**config.mk**
```make
export PLATFORM = sky130hd
export DESIGN_NAME = radix_n_serial_add_subtract_top_flat
export DESIGN_NICKNAME = d
export VERILOG_FILES = /design/src/sv/rnsas_pkg.sv /design/src/sv/rnsas_if.sv /design/src/sv/radix_n_serial_add_subtract_top.sv /design/src/flat_wrapper.sv
export SDC_FILE = /design/constraint.sdc
export NUM_CORES = 1
export LEC_CHECK = 0
export BUFFER_PORTS_ARGS = -buffer_cell sky130_fd_sc_hd__buf_2
export CORE_MARGIN = 2
export CORE_UTILIZATION = 46
export CTS_CLUSTER_DIAMETER = 200
export CTS_CLUSTER_SIZE = 28
export DETAILED_ROUTE_END_ITERATION = 8
export HOLD_SLACK_MARGIN = 0.03
export PLACE_DENSITY = 0.71
export REMOVE_ABC_BUFFERS = 1
export SLEW_MARGIN = 20
export SYNTH_ARGS = -nofsm -noshare
export SYNTH_HDL_FRONTEND = slang
export SYNTH_SLANG_ARGS = --single-unit
```
**constraint.sdc**
```tcl
create_clock -name clk -period 8 [get_ports clk]
set_input_delay 0.4 -clock clk [delete_from_list [all_inputs] [get_ports clk]]
set_output_delay 0.4 -clock clk [all_outputs]
set_load 0.01 [all_outputs]
```
**src/sv/rnsas_pkg.sv**
```systemverilog
// Package for the radix-N digit-serial adder/subtractor.
// Holds transaction payload types, operation codes, radix limits and ASCII digit helpers.
// No dependencies.
package rnsas_pkg;

  localparam int unsigned RADIX_W     = 6;
  localparam int unsigned VALUE_W     = 6;
  localparam int unsigned SUM_W       = 7;
  localparam int unsigned CHAR_W      = 7;

  localparam logic [RADIX_W-1:0] RADIX_MIN   = 6'd2;
  localparam logic [RADIX_W-1:0] RADIX_MAX   = 6'd36;
  localparam logic [RADIX_W-1:0] RADIX_RESET = 6'd10;

  localparam logic [7:0]         ASCII_ZERO  = 8'h30;
  localparam logic [7:0]         ASCII_NINE  = 8'h39;
  localparam logic [7:0]         ASCII_A     = 8'h41;
  localparam logic [7:0]         ASCII_Z     = 8'h5A;
  localparam logic [VALUE_W-1:0] DEC_BASE    = 6'd10;
  localparam logic [VALUE_W-1:0] NO_DIGIT    = 6'd63;
  localparam logic [CHAR_W-1:0]  CHAR_ONE    = 7'h31;

  typedef enum logic {
    KIND_ADD = 1'b0,
    KIND_SUB = 1'b1
  } kind_t;

  typedef struct packed {
    kind_t      kind;
    logic [7:0] digit_a;
    logic [7:0] digit_b;
    logic       last_pair;
  } in_item_t;

  typedef struct packed {
    logic [CHAR_W-1:0] result_char;
    logic              result_last;
    logic              bad_digit;
  } out_item_t;

  // Non-digits map to a value no radix accepts.
  function automatic logic [VALUE_W-1:0] digit_value(input logic [7:0] c);
    logic [7:0] d;
    begin
      d = 8'd0;
      if (c >= ASCII_ZERO && c <= ASCII_NINE) begin
        d = c - ASCII_ZERO;
      end else if (c >= ASCII_A && c <= ASCII_Z) begin
        d = c - ASCII_A + {2'b00, DEC_BASE};
      end else begin
        d = {2'b00, NO_DIGIT};
      end
      digit_value = d[VALUE_W-1:0];
    end
  endfunction

  function automatic logic [CHAR_W-1:0] digit_char(input logic [VALUE_W-1:0] v);
    logic [7:0] c;
    begin
      if (v < DEC_BASE) begin
        c = ASCII_ZERO + {2'b00, v};
      end else begin
        c = ASCII_A + {2'b00, v} - {2'b00, DEC_BASE};
      end
      digit_char = c[CHAR_W-1:0];
    end
  endfunction

endpackage

```
**src/sv/rnsas_if.sv**
```systemverilog
// Valid/ready channel interfaces for digit pairs and result digits.
// Depends on rnsas_pkg for the payload types.
interface rnsas_in_if;
  import rnsas_pkg::*;
  logic     valid;
  logic     ready;
  in_item_t data;

  modport source (output valid, output data, input ready);
  modport sink   (input valid, input data, output ready);
endinterface

interface rnsas_out_if;
  import rnsas_pkg::*;
  logic      valid;
  logic      ready;
  out_item_t data;

  modport source (output valid, output data, input ready);
  modport sink   (input valid, input data, output ready);
endinterface

```
**src/sv/radix_n_serial_add_subtract_top.sv**
```systemverilog
// Radix-N digit-serial adder/subtractor, top level.
// Depends on rnsas_pkg and the channel interfaces in rnsas_if.sv.
// Result: each digit is registered in the output register when its pair is accepted.
// Throughput: one digit pair per cycle unless digits.ready stalls the output; a pair
//   ending an addition with a carry blocks input while the output register emits its extra '1'.
// Reset (rst, synchronous): radix 10, carry clear, output and extra slot empty.
module radix_n_serial_add_subtract_top (
  input  logic                                clk,
  input  logic                                rst,
  input  logic                                radix_we,
  input  logic [rnsas_pkg::RADIX_W-1:0]       radix_wdata,
  rnsas_in_if.sink                            pairs,
  rnsas_out_if.source                         digits
);
  import rnsas_pkg::*;

  logic [RADIX_W-1:0] radix;
  logic               carry_bit;
  logic               carry_next;
  logic               out_valid;
  out_item_t          out_item;
  logic               extra_pending;
  logic               extra_bad;

  logic [RADIX_W-1:0] r_eff;
  logic [VALUE_W-1:0] a_raw, b_raw, a_val, b_val, digit;
  logic               a_bad, b_bad, bad;
  logic [SUM_W-1:0]   sum, sub, wrap;
  logic               cout;
  logic               extra;
  logic               accept;
  logic               drain;

  always_comb begin
    priority if (radix < RADIX_MIN) begin
      r_eff = RADIX_MIN;
    end else if (radix > RADIX_MAX) begin
      r_eff = RADIX_MAX;
    end else begin
      r_eff = radix;
    end
  end

  always_comb begin
    a_raw = digit_value(pairs.data.digit_a);
    b_raw = digit_value(pairs.data.digit_b);
    a_bad = a_raw >= r_eff;
    b_bad = b_raw >= r_eff;
    bad   = a_bad | b_bad;
    a_val = a_bad ? '0 : a_raw;
    b_val = b_bad ? '0 : b_raw;
    sum   = {1'b0, a_val} + {1'b0, b_val} + {{(SUM_W-1){1'b0}}, carry_bit};
    sub   = {1'b0, b_val} + {{(SUM_W-1){1'b0}}, carry_bit};
    wrap  = {1'b0, a_val} + {1'b0, r_eff} - sub;
    unique case (pairs.data.kind)
      KIND_ADD: begin
        if (sum >= {1'b0, r_eff}) begin
          digit = sum[VALUE_W-1:0] - r_eff;
          cout  = 1'b1;
        end else begin
          digit = sum[VALUE_W-1:0];
          cout  = 1'b0;
        end
      end
      KIND_SUB: begin
        if ({1'b0, a_val} >= sub) begin
          digit = a_val - sub[VALUE_W-1:0];
          cout  = 1'b0;
        end else begin
          digit = wrap[VALUE_W-1:0];
          cout  = 1'b1;
        end
      end
      default: begin
        digit = '0;
        cout  = 1'b0;
      end
    endcase
    extra      = (pairs.data.kind == KIND_ADD) && pairs.data.last_pair && cout;
    carry_next = pairs.data.last_pair ? 1'b0 : cout;
  end

  assign drain        = out_valid & digits.ready;
  assign pairs.ready  = ~extra_pending & (~out_valid | digits.ready);
  assign accept       = pairs.valid & pairs.ready;
  assign digits.valid = out_valid;
  assign digits.data  = out_item;

  always_ff @(posedge clk) begin
    if (rst) begin
      radix <= RADIX_RESET;
    end else if (radix_we) begin
      radix <= radix_wdata;
    end
  end

  always_ff @(posedge clk) begin
    if (rst) begin
      carry_bit     <= 1'b0;
      out_valid     <= 1'b0;
      extra_pending <= 1'b0;
    end else begin
      if (accept) begin
        carry_bit     <= carry_next;
        out_valid     <= 1'b1;
        extra_pending <= extra;
      end else if (drain) begin
        out_valid     <= extra_pending;
        extra_pending <= 1'b0;
      end
    end
  end

  always_ff @(posedge clk) begin
    if (accept) begin
      out_item.result_char <= digit_char(digit);
      out_item.result_last <= pairs.data.last_pair & ~extra;
      out_item.bad_digit   <= bad;
      extra_bad            <= bad;
    end else if (drain && extra_pending) begin
      out_item.result_char <= CHAR_ONE;
      out_item.result_last <= 1'b1;
      out_item.bad_digit   <= extra_bad;
    end
  end

endmodule
```
**src/flat_wrapper.sv**
```systemverilog
// flat-port wrapper written by rule: the top's interface ports become plain ports
module radix_n_serial_add_subtract_top_flat import rnsas_pkg::*;
  (clk, rst, radix_we, radix_wdata, pairs_valid, pairs_data, pairs_ready, digits_valid, digits_data, digits_ready);
  rnsas_in_if pairs_i ();
  rnsas_out_if digits_i ();
  input  logic clk;
  input  logic rst;
  input  logic radix_we;
  input  logic [rnsas_pkg::RADIX_W-1:0] radix_wdata;
  input wire logic [$bits(pairs_i.valid)-1:0] pairs_valid;
  input wire logic [$bits(pairs_i.data)-1:0] pairs_data;
  output wire logic [$bits(pairs_i.ready)-1:0] pairs_ready;
  output wire logic [$bits(digits_i.valid)-1:0] digits_valid;
  output wire logic [$bits(digits_i.data)-1:0] digits_data;
  input wire logic [$bits(digits_i.ready)-1:0] digits_ready;
  assign pairs_i.valid = pairs_valid;
  assign pairs_i.data = pairs_data;
  assign pairs_ready = pairs_i.ready;
  assign digits_valid = digits_i.valid;
  assign digits_data = digits_i.data;
  assign digits_i.ready = digits_ready;
  radix_n_serial_add_subtract_top u_core (.clk(clk), .rst(rst), .radix_we(radix_we), .radix_wdata(radix_wdata), .pairs(pairs_i), .digits(digits_i));
endmodule
```
==> results.json <==
{
  "synth_compound_area_frac": 0.236,
  "grt_pass1_vias": 3065,
  "maxCapViolations": 0,
  "die_w_um": 92.4,
  "syn-cell-area_um2": 3590,
  "ys_ff_latch": 19,
  "hp-class": "in2reg",
  "synth_edf_count": 10,
  "period_share": 0.926,
  "fmax_mhz": 135,
  "post-dp-hpwl_um": 6890,
  "yosys.area_share.simple": 0.231,
  "rows": 32,
  "max_slew_margin": 0.477,
  "detail-route-antenna-nets": 0,
  "setup_violations": 0,
  "synthArstFlopShare": 0,
  "synth_seq_area_share": 0.134,
  "required_ns": 8.01,
  "core-area_um2": 7650,
  "drc": 0,
  "post-place-cells": 561,
  "grt_use_total": 0.201,
  "cp_common_cell": "ha_1",
  "slowest_delay_ns": 0.46,
  "post_cts_buffers": 0,
  "avgRoutedWirePerCell_um": 14.7,
  "htreeDepth": 1,
  "gp_congestion": 0.918,
  "dr.pass1.iters": 4,
  "cts.sinks": 19,
  "drt-initial-drc-count": 201,
  "top_layer": "met4",
  "slowest_stage": "a2111oi_1",
  "met3_length_um": 296,
  "syn_inst": 426,
  "nNetsFinal": 558,
  "cts_buffer_depth": 2,
  "nFillCells": 749,
  "period_needed_ns": 7.41,
  "grt_first_pass_wirelength_um": 14100,
  "tightest_slew_ns": 0.782,
  "critPathCaptureType": "flop",
  "synth_top_family_by_area": "adder cells",
  "port_buffers": 39,
  "arrival_ns": 7.42,
  "cts-root-buf": "clkbuf_8",
  "antenna_cells": 0,
  "synth_xor_area_frac": 0.0585,
  "vias_per_cell": 5.58,
  "power_density_nw_per_um2": 193,
  "yosysWarnings": 0,
  "muxShareOfSynthArea": 0.0376,
  "fin_util": 0.515,
  "grt_max_degree": 17,
  "synth_area_per_cell_um2": 8.43,
  "ys.flop_type": "edfxtp_1",
  "status": "finished, final reports clean",
  "met2_length_um": 4110,
  "slew_viol_final": 0,
  "routed_wl_um": 8290,
  "irDropWorstVdd_v": 0.0000808,
  "initial_core_util": 0.470,
  "holdWs_ns": 0.348,
  "die_area_um2": 8530,
  "synthAdderAreaFrac": 0.243,
  "critPathMaxFanout": 10,
  "die_h_um": 92.4,
  "instances_no_fill": 565,
  "startpoint_type": "input pin",
  "cts_made_buffers": 3,
  "syn_to_final_growth_pct": 9.58,
  "worst_skew_pair.late_latency_ns": 0.26,
  "num_vias": 3155,
  "grt_antenna_before_repair": 0,
  "synth_cell_types": 76,
  "drt-met1-wl_um": 3820,
  "io_pins": 40,
  "leakagePower_uw": 0.00178,
  "hold_viol": 0,
  "drive_gt1_frac": 0.186,
  "cts.clk_slew.worst_paths_ns": 0.07,
  "cts_tree": "built",
  "grt_overflow_total": 0,
  "skew_ns": 0.00565,
  "path_class": "in2reg"
}
## path summary, 6_finish.rpt
check | startpoint | to | slack (ns) | cells after the start
min reg2reg | u_core.radix[0]$_SDFFE_PP0P_ | u_core.radix[0]$_SDFFE_PP0P_ | 0.52 | 2
min | radix_wdata[3] | u_core.radix[3]$_SDFFE_PP1P_ | 0.35 | 2
max | pairs_data[1] | u_core.digits.data[6]$_SDFFCE_PN1P_ | 0.59 | 34
max reg2reg | u_core.radix[4]$_SDFFE_PP0P_ | u_core.digits.data[6]$_SDFFCE_PN1P_ | 0.92 | 31
## critical path, delay by kind of cell
kind                       cells  cell delay [ns]
buffers and inverters          2             0.23
and+or+nand+nor               10             1.38
muxes                          1             0.13
xor gates and xnor gates       2             0.29
adders and majority gates      6             1.75
AOI/OAI and AO/OA             13             3.23
## cell usage after synthesis (2+ instances only)
cell type,instances,share of area
o211ai_1,3,0.0063
xor2_1,8,0.020
o22a_1,3,0.0073
clkbuf_1,4,0.0042
nand2_1,30,0.031
o21ai_0,18,0.025
mux2i_1,11,0.031
a211o_1,2,0.0049
nand3_1,11,0.015
nor2b_1,15,0.026
a21oi_4,2,0.0091
xnor2_1,16,0.039
and3_1,4,0.0070
and2_1,7,0.012
a21boi_0,2,0.0042
inv_1,42,0.044
a21oi_1,27,0.038
a2111oi_0,2,0.0049
and4_1,3,0.0073
o21a_1,4,0.0084
or2_2,3,0.0052
buf_6,3,0.0094
nand2b_1,6,0.010
nor3_1,5,0.0070
dfxtp_1,9,0.050
a21o_1,9,0.019
o21ai_1,7,0.0098
o31ai_1,3,0.0063
nand4_1,4,0.0070
a22oi_1,2,0.0042
edfxtp_1,10,0.084
nor2_1,35,0.037
o22a_2,2,0.0056
fa_1,8,0.045
nor3_4,3,0.014
a211oi_1,4,0.0084
a31oi_1,3,0.0052
nor4b_2,2,0.0084
ha_1,57,0.20
## through the flow
| step | cell area, um2 | worst slack (ns) | power (uW) | setup TNS (ns) |
|---|---|---|---|---|
| after floorplan | 3540 | 1.07 | 559 | 0 |
| after global placement | 3870 | 0.439 | 666 | 0 |
| after detailed placement | 3870 | 0.107 | 684 | 0 |
| after CTS | 3920 | 0.358 | 754 | 0 |
| after global routing | 3940 | -0.00967 | 831 | -0.00967 |
| final | 3940 | 0.590 | 760 | 0 |
## area by class of cell
class                   instances  area (um2)  share of cell area
inverters                      43         161              0.0410
well taps                     102         128              0.0324
clock buffers                   3        41.3              0.0105
flip-flops and latches         19         480               0.122
repair buffers                 41         210              0.0534
clock inverters                 1        5.00             0.00127
multi-input cells             356        2910               0.739
## metal layers
metal / vias to the layer above / global-route usage
met3: 11 / 0.0244
met2: 58 / 0.352
met5: - / 0
met1: 1489 / 0.271
met4: 0 / 0.0274
li1: 1597 / -
## kinds of logic after synthesis
group	after synthesis
buffers and inverters	51
multiplexers	13
flip-flops	19
AO/OA/AOI/OAI	113
adder cells (fa/ha/maj)	65
XOR/XNOR	24
AND/OR/NAND/NOR	141
## what timing repair did
action / in CTS / in global routing
hold buffers: 0 / 0
setup endpoints to repair: 0 / 7
resized for setup: 0 / 7
## cells in the final DEF, fill, tap and decap left out, drive strengths merged, types with 4 or more instances in the layout
master,netlist,layout
xor2,8,8
a21oi,30,30
or2,4,4
nand2,31,31
edfxtp,10,10
dfxtp,9,9
ha,57,57
inv,43,43
buf,4,41
nor2,37,37
o211ai,4,4
o21a,4,4
nor3,8,8
mux2i,12,12
xnor2,16,16
o21ai,26,26
fa,8,8
a31oi,4,4
nand4,5,5
nor2b,15,15
o22a,5,5
and2,7,7
a211oi,4,4
nand2b,7,7
and3,5,5
a21o,10,10
nand3,12,12
## flip-flops by register name, summed over array words and instances, names as in the netlist
| name | count |
|---|---|
| u_core.extra_pending | 1 |
| u_core.extra_bad | 1 |
| u_core.carry_bit | 1 |
| u_core.digits.valid | 1 |
| u_core.radix | 6 |
| u_core.digits.data | 9 |
## power breakdown
| part | internal, uW | leakage, uW | total (uW) | switching [uW] |
|---|---|---|---|---|
| registers | 126 | 0.000164 | 131 | 5.34 |
| clock network | 34.7 | 0.0000255 | 67.3 | 32.7 |
| logic | 228 | 0.00159 | 561 | 333 |
| total | 388 | 0.00178 | 760 | 371 |
Power figures use the tool's default switching activity.
